**src/design/qcs_pkg.sv**
```systemverilog
package qcs_pkg;

   // Default geometry
   localparam int DEF_IMAGE_WIDTH = 32;
   localparam int DEF_CHANNELS    = 3;
   localparam int DEF_KERNEL      = 5;
   localparam int DEF_FILTERS     = 8;

   // Fixed-point constants
   localparam int SCALE_W   = 32;
   localparam int FRAC_BITS = 28;
   localparam int ACC_BITS  = 24;
   localparam logic [SCALE_W-1:0] SCALE_ONE = 32'h1000_0000;

   // Item commands
   localparam logic [2:0] CMD_LOAD_WEIGHT = 3'd0;
   localparam logic [2:0] CMD_LOAD_BIAS   = 3'd1;
   localparam logic [2:0] CMD_LOAD_WSCALE = 3'd2;
   localparam logic [2:0] CMD_LOAD_BSCALE = 3'd3;
   localparam logic [2:0] CMD_SAMPLE      = 3'd4;

   // Register indexes
   localparam logic [1:0] CSR_IN_ZP     = 2'd0;
   localparam logic [1:0] CSR_OUT_ZP    = 2'd1;
   localparam logic [1:0] CSR_IN_SCALE  = 2'd2;
   localparam logic [1:0] CSR_OUT_SCALE = 2'd3;

   typedef struct packed {
      logic [2:0]         command;
      logic [9:0]         index;
      logic signed [31:0] value;
   } req_type;

   typedef struct packed {
      logic signed [7:0] activation;
      logic [5:0]        filter_number;
      logic              last_of_window;
   } rsp_type;

   typedef enum logic [3:0] {
      S_IDLE,
      S_MAC,
      S_DRAIN,
      S_QREAD,
      S_QMUL,
      S_QSUM,
      S_QOUT,
      S_OUT,
      S_SMUL,
      S_DLOAD,
      S_DIV,
      S_DROUND,
      S_DWRITE
   } state_type;

   typedef struct packed {
      logic accept;
      logic mac_issue;
      logic filt_next;
      logic q_read;
      logic q_mul;
      logic q_sum;
      logic q_out;
      logic s_mul;
      logic d_load;
      logic d_step;
      logic d_round;
      logic d_write;
   } dp_cmd_type;

   typedef struct packed {
      logic window_close;
      logic scale_load;
      logic last_elem;
      logic pipe_busy;
      logic last_filter;
      logic div_last;
   } dp_status_type;

endpackage

```
**src/design/qcs_ctl.sv**
```systemverilog
module qcs_ctl import qcs_pkg::*; (
   input  logic          clock,
   input  logic          reset,
   input  logic          req_valid,
   output logic          req_ready,
   output logic          rsp_valid,
   input  logic          rsp_ready,
   input  dp_status_type status,
   output dp_cmd_type    cmd
);

   state_type state_ff, state_in;

   always_comb begin
      state_in = state_ff;
      case (state_ff)
         S_IDLE: begin
            if (req_valid && status.window_close) begin
               state_in = S_MAC;
            end else if (req_valid && status.scale_load) begin
               state_in = S_SMUL;
            end
         end
         S_MAC:    if (status.last_elem) state_in = S_DRAIN;
         S_DRAIN:  if (!status.pipe_busy) state_in = S_QREAD;
         S_QREAD:  state_in = S_QMUL;
         S_QMUL:   state_in = S_QSUM;
         S_QSUM:   state_in = S_QOUT;
         S_QOUT:   state_in = S_OUT;
         S_OUT: begin
            if (rsp_ready) begin
               state_in = status.last_filter ? S_IDLE : S_MAC;
            end
         end
         S_SMUL:   state_in = S_DLOAD;
         S_DLOAD:  state_in = S_DIV;
         S_DIV:    if (status.div_last) state_in = S_DROUND;
         S_DROUND: state_in = S_DWRITE;
         S_DWRITE: state_in = S_IDLE;
         default:  state_in = S_IDLE;
      endcase
   end

   always_comb begin
      cmd       = '0;
      req_ready = 1'b0;
      rsp_valid = 1'b0;
      case (state_ff)
         S_IDLE: begin
            req_ready  = 1'b1;
            cmd.accept = req_valid;
         end
         S_MAC:    cmd.mac_issue = 1'b1;
         S_QREAD:  cmd.q_read    = 1'b1;
         S_QMUL:   cmd.q_mul     = 1'b1;
         S_QSUM:   cmd.q_sum     = 1'b1;
         S_QOUT:   cmd.q_out     = 1'b1;
         S_OUT: begin
            rsp_valid     = 1'b1;
            cmd.filt_next = rsp_ready && !status.last_filter;
         end
         S_SMUL:   cmd.s_mul   = 1'b1;
         S_DLOAD:  cmd.d_load  = 1'b1;
         S_DIV:    cmd.d_step  = 1'b1;
         S_DROUND: cmd.d_round = 1'b1;
         S_DWRITE: cmd.d_write = 1'b1;
         default:  cmd         = '0;
      endcase
   end

   always_ff @(posedge clock) begin
      if (reset) begin
         state_ff <= S_IDLE;
      end else begin
         state_ff <= state_in;
      end
   end

`ifndef SYNTHESIS
   a_no_accept_with_result: assert property (@(posedge clock) disable iff (reset)
      rsp_valid |-> !req_ready)
      else $error("item accepted while a result is pending");

   a_drained_before_requant: assert property (@(posedge clock) disable iff (reset)
      cmd.q_read |-> !status.pipe_busy)
      else $error("requantize started with MAC products in flight");

   a_idle_after_window: assert property (@(posedge clock) disable iff (reset)
      (rsp_valid && rsp_ready && status.last_filter) |=> req_ready)
      else $error("not idle after last filter of window");

   a_pending_result_holds: assert property (@(posedge clock) disable iff (reset)
      (rsp_valid && !rsp_ready) |=> rsp_valid)
      else $error("pending result dropped");
`endif

endmodule

```
**config.mk**
```make
export PLATFORM = sky130hd
export DESIGN_NAME = qcs_ctl
export DESIGN_NICKNAME = d
export VERILOG_FILES = /design/src/design/qcs_pkg.sv /design/src/design/qcs_ctl.sv
export SDC_FILE = /design/constraint.sdc
export NUM_CORES = 1
export LEC_CHECK = 0
export BUFFER_PORTS_ARGS = -buffer_cell sky130_fd_sc_hd__buf_2
export CORE_AREA = 2 2 39 41
export CTS_CLUSTER_SIZE = 16
export DETAILED_ROUTE_END_ITERATION = 8
export DIE_AREA = 0 0 41 43
export GPL_TIMING_DRIVEN = 0
export PLACE_DENSITY_LB_ADDON = 0.3
export SLEW_MARGIN = 15
export SYNTH_ARGS = -nofsm -noshare
export SYNTH_HDL_FRONTEND = slang
export SYNTH_SLANG_ARGS = --single-unit
```
**constraint.sdc**
```tcl
create_clock -name clock -period 1.2 [get_ports clock]
set_input_delay 0.24 -clock clock [delete_from_list [all_inputs] [get_ports clock]]
set_output_delay 0.24 -clock clock [all_outputs]
set_load 0.01 [all_outputs]
```
After elaboration in Yosys (flattened, before gate mapping)
Index checks and enable logic that the tools add are counted.

Bits in registers: 4. Bits of input ports: 10. Output and inout bits: 14. Logic and storage cells: 46.

Eq/ne operators: 17. Mux-type cells: 22. Reductions and logical operators: 6.

Operators with widths (number): one-hot mux 4 bit (12 select lines) (1); two-way mux 4 bit (6); equality test 4 bit (second input constant) (5); equality test 4 x 3 -> 1 bit (second input constant) (4); two-way mux 1 bit (15); equality test 4 x 2 -> 1 bit (second input constant) (2); != test 2 bit (second input constant) (4); AND reduction 5 bit (1); equality test 4 x 1 -> 1 bit (second input constant) (1); zero test 4 bit (1); logical AND 1 bit (3); != test 3 bit (second input constant) (1); zero test 1 bit (1).

Logic depth before layout (Yosys ltp)
Gate-level depths: netlist of the first run.

Depth in word-level cells: 4. Gate-level depth with buffers: 5. Mapped depth without buffers: 4.

Worst setup path after synthesis of the first run
No wires, ideal clock.

Path type: reg2out. Start point: reg state_ff[1]. End point: out cmd[9] (netlist name). Arrival: 1.268 ns. Data required time: 0.960 ns. Setup slack: -0.308 ns. Stages on the path, launching flop included: 5. Path through: dfxtp_1 -> clkbuf_1 -> nand2_1 -> nor2_1 -> and3b_1.

RTL lines: start: declaration (line qcs_ctl.sv:12) `state_type state_ff, state_in;`; start signal: assignment (line qcs_ctl.sv:75) `state_ff <= state_in;`; end: declaration (line qcs_ctl.sv:9) `output dp_cmd_type cmd`.

==> results of run 1 <==
## synthesized netlist by cell type
cell / instances
nor2_1: 10
nor3_1: 6
nand2_1: 5
a21oi_1: 4
dfxtp_1: 4
nand2b_1: 4
o21ai_0: 3
and2_1: 2
and3b_1: 2
buf_2: 2
clkbuf_1: 2
a2111oi_4: 1
a211o_1: 1
a211oi_1: 1
a22oi_1: 1
a32oi_2: 1
a41oi_1: 1
and2_4: 1
and3_1: 1
inv_1: 1
nor3b_2: 1
nor4_4: 1
o2111ai_1: 1
o211ai_1: 1
or2_1: 1
## repair_timing
action,4_1_cts,5_1_grt
setup endpoints to repair,18,18
buffers inserted,16,8
pin swaps,13,15
resized for setup,37,22
## through the flow
step	util, %	std cells
final	74.1	124
after global placement	42.4	97
after global routing	74.1	124
after detailed placement	42.4	97
after CTS	63.4	116
after floorplan	-	58
## routing by layer
metal | part of all wire [%] | track usage [%] | vias to the layer above
met5 | 0 | 0 | -
met4 | 2.4 | 8.67 | 0
met3 | 6.3 | 4.19 | 6
met2 | 53 | 34.4 | 33
met1 | 38 | 22.8 | 315
li1 | - | - | 313
## final cells by class
| cell class | count | share of cell area, % |
|---|---|---|
| Timing Repair Buffer | 47 | 34.4 |
| Inverter | 1 | 1.10 |
| Buffer | 4 | 6.84 |
| Sequential cell | 4 | 9.28 |
| Clock buffer | 3 | 2.20 |
| Multi-Input combinational cell | 49 | 44.2 |
| Tap cell | 16 | 1.95 |
## logic make-up after synthesis
family | Yosys count
simple gates | 34
compound gates | 15
buf+inv | 5
flops | 4
## path summary, 6_finish.rpt
check,slack (ps),end,cells past startpoint
worst max-delay path,-330,cmd[9],6
worst min-delay path,240,state_ff[3]$_SDFFE_PP0P_,2
worst max register to register,-270,state_ff[2]$_SDFFE_PP0P_,4
worst min register to register,710,state_ff[3]$_SDFFE_PP0P_,3
## power groups by stage
stage                     clock network (mW)  logic [mW]  registers, mW
after floorplan                            0       0.699          0.246
after global placement                     0       0.901          0.266
after detailed placement                   0       0.908          0.265
after CTS                              0.169        1.48          0.289
after global routing                   0.205        2.06          0.306
final                                  0.195        1.93          0.300
## layout by cell type (no fill, tap or decap), types with 2 or more instances in the layout
| cell | instances |
|---|---|
| a21oi_1 | 4 |
| and2_1 | 2 |
| and3b_1 | 2 |
| buf_2 | 21 |
| buf_4 | 12 |
| buf_6 | 14 |
| buf_8 | 3 |
| clkbuf_4 | 3 |
| dfxtp_4 | 4 |
| nand2_1 | 2 |
| nand2_4 | 2 |
| nand2b_4 | 3 |
| nor2_1 | 6 |
| nor2_2 | 3 |
| nor3_2 | 3 |
| nor3_4 | 3 |
| o21ai_0 | 2 |
==> flow_summary_export.csv, run 1 <==
group,metric,value,unit
placed_design,place_congestion,0.769,
floorplan,design.die.area,0.00176,mm^2
status,violations,"negative setup slack",
route,post_drt_via_cell_ratio,5.38,
logic_synthesis,synth_mux_area_share,0,%
finish,regMostFlops,"state_ff",
timing,fin_tns_setup,-4350,ps
timing,fin_crit_sh,128,%
finish,antennaDiodeCount,0,
worst_setup_path,criticalPathCategory,"register to primary output",
worst_setup_path,endpoint_kind,"primary output",
logic_synthesis,ys_warn_count,0,
placed_design,dpl-instance-area,587,um^2
logic_synthesis,syn_avg_cell_area,7.33,um^2
worst_setup_path,cp.arrival,1290,ps
flow_run,maxCapViolations,0,
route,routed_wl,1.80,mm
finish,nets,120,
clock_network,hold_buffers,0,
logic_synthesis,synth-simple-area-share,46.2,%
logic_synthesis,synthAdderAreaFrac,0,%
clock_network,cts_num_sinks,4,
placed_design,dp_slack,-304,ps
worst_setup_path,slowest_delay,360,ps
worst_hold_path,hp-class,"primary input to register",
pwr,vdd_drop_max,1720,uV
finish,drive_gt1_share,75.0,%
finish,regArea,95.1,um^2
worst_setup_path,path_delay_family,"flip-flops",
pwr,pwr-share-comb,79.6,%
logic_synthesis,synth_seq_cells,4,
floorplan,die_h,43,um
route,drt_iter0_drc,13,
worst_setup_path,start_kind,"register",
finish,area_growth,141,%
clock_network,path_clk_slew,60,ps
logic_synthesis,synthXorXnorAreaFrac,0,%
route,ant_nets,0,
timing,grt_setup_unrepaired,"true",
logic_synthesis,synth.distinct_cells,25,
logic_synthesis,synth_top_area_cell,"dfxtp_1",
clock_network,cts_buffers,3,
floorplan,core,0.00138,mm^2
timing,finalHoldViolations,0,
finish,largest_reg_flops,4,
floorplan,initial_core_util,30.7,%
status,status,"finished with violations",
worst_hold_path,min-delay-start,"reset",
grt,overflow,0,
timing,setup_viol,18,
pwr,fin_total_pwr,2.43,mW
floorplan,rows,14,
route,drcViolationCount,0,
pwr,p_switching,1.07,mW
logic_synthesis,synth_nets,68,
timing,min_period,1530,ps
grt,grt_pass1_vias,628,
grt,antenna_found_initial,0,
worst_setup_path,cp.buffers_inverters,3,
timing,maxSlewHeadroom,77.2,%
pwr,p_int,1.36,mW
floorplan,die_w,41,um
finish,fillers,89,
clock_network,htree_num_levels,1,
logic_synthesis,syn_inst,58,
floorplan,ios,24,
logic_synthesis,synth_top_family_by_area,"simple AND/OR/NAND/NOR gates",
worst_setup_path,startpoint,"state_ff[3]$_SDFFE_PP0P_",
worst_setup_path,reg2reg_from,"state_ff[1]$_SDFFE_PP0P_",
clock_network,cts_buffer_depth,2,
timing,slew_viol_final,0,
grt,grt_pass1_wl,2.45,mm
placed_design,hpwl,825,um
timing,skew,18.2,ps
timing,tightest_slew,339,ps
route,via_count,667,
pwr,clock_power_share,8.0,%
logic_synthesis,synth.area.top_cells,"dfxtp_1, nor2_1, nor3_1",
placed_design,io_buffers,23,
clock_network,cts_tree,"done",
pwr,switching_share,44.0,%
worst_setup_path,cp_cell_sequence,"buf_8 > inv_8 > nand2_8 > nor2_4 > and3b_1 > buf_2",
logic_synthesis,syn-cell-area,425,um^2
logic_synthesis,ys_seq_area_share,18.8,%
clock_network,clk_latency,250,ps
pwr,p_leak,0.472,nW
worst_setup_path,cp.required,960,ps
worst_setup_path,slowest_stage,"dfxtp_4",
route,wl_per_cell,14.5,um
timing,setup_ws,-335,ps
finish,top_regs,"state_ff: 4 flops",
route,dr.pass1.iters,4,
worst_setup_path,crit_path_max_fanout,7,
logic_synthesis,synth-compound-area-share,30.0,%
timing,max_freq,652,MHz
grt,grt_util_all_layers,20.3,%
timing,hold_slack,240,ps
pwr,p_seq_share,12.4,%
grt,grt_max_degree,8,
pwr,power_density,2370,mW/mm^2
finish,design_area,0.00102,mm^2
logic_synthesis,synth.top_cell.area_share,18.8,%
clock_network,cts-root-buf,"clkbuf_4",
finish,multi_input_area,453,um^2
No activity file was read; power rests on OpenSTA's default activity.
==> inputs of run 2 (changes only) <==
- BUFFER_PORTS_ARGS: -buffer_cell sky130_fd_sc_hd__buf_2 -> unset
- DONT_BUFFER_PORTS: unset -> 1
- PLACE_DENSITY: unset -> 0.51
- PLACE_DENSITY_LB_ADDON: 0.3 -> unset
==> flow_summary_export.csv, run 2 (synthesis gave the netlist of run 1 again) <==
group,metric,value,unit
finish,regMostFlops,"state_ff",
timing,setup_viol,18,
finish,drive_gt1_share,72.7,%
clock_network,path_clk_slew,40,ps
finish,design_area,850,um^2
grt,grt_util_all_layers,17.3,%
timing,hold_slack,60.2,ps
route,drt_iter0_drc,8,
clock_network,cts_num_sinks,4,
clock_network,hold_buffers,0,
pwr,p_leak,0.299,nW
finish,mostFrequentLayoutCell,"buf_4",
placed_design,dpl-instance-area,472,um^2
pwr,vdd_drop_max,1200,uV
timing,fin_tns_setup,-3010,ps
grt,grt_pass1_wl,2.05,mm
finish,nets,89,
placed_design,place_congestion,0.736,
finish,regArea,95.1,um^2
status,status,"finished with violations",
placed_design,io_buffers,0,
floorplan,core,0.00138,mm^2
clock_network,cts-root-buf,"clkbuf_4",
finish,top_regs,"state_ff: 4 flops",
worst_setup_path,cp.arrival,1260,ps
worst_setup_path,start_kind,"register",
timing,fin_crit_sh,125,%
finish,fillers,109,
status,violations,"negative setup slack",
timing,setup_ws,-298,ps
clock_network,htree_num_levels,1,
route,wl_per_cell,15.0,um
finish,largest_reg_flops,4,
flow_run,maxCapViolations,0,
finish,final_cell_mix,"buf_4, nor2_4, nor3_4",
placed_design,dp_slack,-332,ps
floorplan,ios,24,
clock_network,cts_buffers,3,
clock_network,cts_buffer_depth,2,
floorplan,die_h,43,um
timing,grt_setup_unrepaired,"true",
placed_design,dp_cells,74,
clock_network,clk_latency,240,ps
finish,instances_no_fill,93,
floorplan,rows,14,
worst_setup_path,endpoint_kind,"primary output",
finish,multi_input_area,488,um^2
timing,slew_viol_final,0,
pwr,power_density,2450,mW/mm^2
grt,antenna_found_initial,0,
worst_hold_path,hp-class,"primary input to register",
route,dr.pass1.iters,3,
grt,overflow,0,
finish,antennaDiodeCount,0,
finish,area_growth,99.7,%
worst_setup_path,criticalPathCategory,"register to primary output",
timing,finalHoldViolations,0,
timing,min_period,1500,ps
worst_setup_path,cp.required,960,ps
timing,skew,5.93,ps
timing,maxSlewHeadroom,72.4,%
route,routed_wl,1.39,mm
timing,tightest_slew,410,ps
grt,grt_pass1_vias,457,
route,ant_nets,0,
worst_setup_path,crit_path_max_fanout,4,
route,post_drt_via_cell_ratio,5.52,
floorplan,die_w,41,um
floorplan,design.die.area,0.00176,mm^2
grt,grt_max_degree,11,
route,drcViolationCount,0,
placed_design,hpwl,796,um
timing,max_freq,668,MHz
route,via_count,513,
floorplan,initial_core_util,30.7,%
clock_network,cts_tree,"done",
-- run 2: cell count changes in the layout (fill, tap and decap cells not counted), sizes merged --
cell / before / now
buf: 50 / 19
-- run 2: report_power, final --
| group | switching [mW] | total [mW] | leakage, nW | internal (mW) |
|---|---|---|---|---|
| Clock | 0.0564 | 0.168 | 0.0138 | 0.112 |
| Combinational | 0.805 | 1.62 | 0.250 | 0.814 |
| Sequential | 0.0891 | 0.297 | 0.0356 | 0.208 |
-- run 2: critical path: stages, from the launching register on --
cell     delay [ps]
dfxtp_4         360
nor4_4          420
and2_4          230
-- run 2: per-stage QoR --
step / power (mW) / utilization (%)
6_report: 2.08 / 61.4
5_1_grt: 2.22 / 61.4
4_1_cts: 1.90 / 56.4
3_5_place_dp: 1.07 / 34.1
3_3_place_gp: 1.07 / 34.1
2_1_floorplan: 0.945 / -
-- run 2: path summary, 6_finish.rpt --
path | startpoint | end | slack [ps] | depth (start not counted)
worst min-delay path | reset | state_ff[2]$_SDFFE_PP0P_ | 60 | 1
worst max register to register | state_ff[2]$_SDFFE_PP0P_ | state_ff[3]$_SDFFE_PP0P_ | -280 | 6
worst min register to register | state_ff[0]$_SDFFE_PP0P_ | state_ff[3]$_SDFFE_PP0P_ | 660 | 3
worst max-delay path | state_ff[2]$_SDFFE_PP0P_ | cmd[11] | -300 | 2
-- run 2: area by class of cell --
class / count / area share [%]
Tap cell: 16 / 2.36
Sequential cell: 4 / 11.2
Clock buffer: 3 / 2.65
Buffer: 4 / 8.39
Multi-Input combinational cell: 49 / 57.4
Timing Repair Buffer: 16 / 17.2
Inverter: 1 / 0.736
-- run 2: what timing repair did --
action | 4_1_cts | 5_1_grt
resized for setup | 51 | 9
pin swaps | 15 | 9
buffers inserted | 11 | 5
setup endpoints to repair | 18 | 18
-- run 2: routing by layer --
layer  vias up  wire, um  global-route usage, %
li1        249         -                      -
met1       245       522                   21.2
met2        19       782                   27.2
met3         0        88                   8.38
met4         0         0                   2.00
met5         -         0                      0
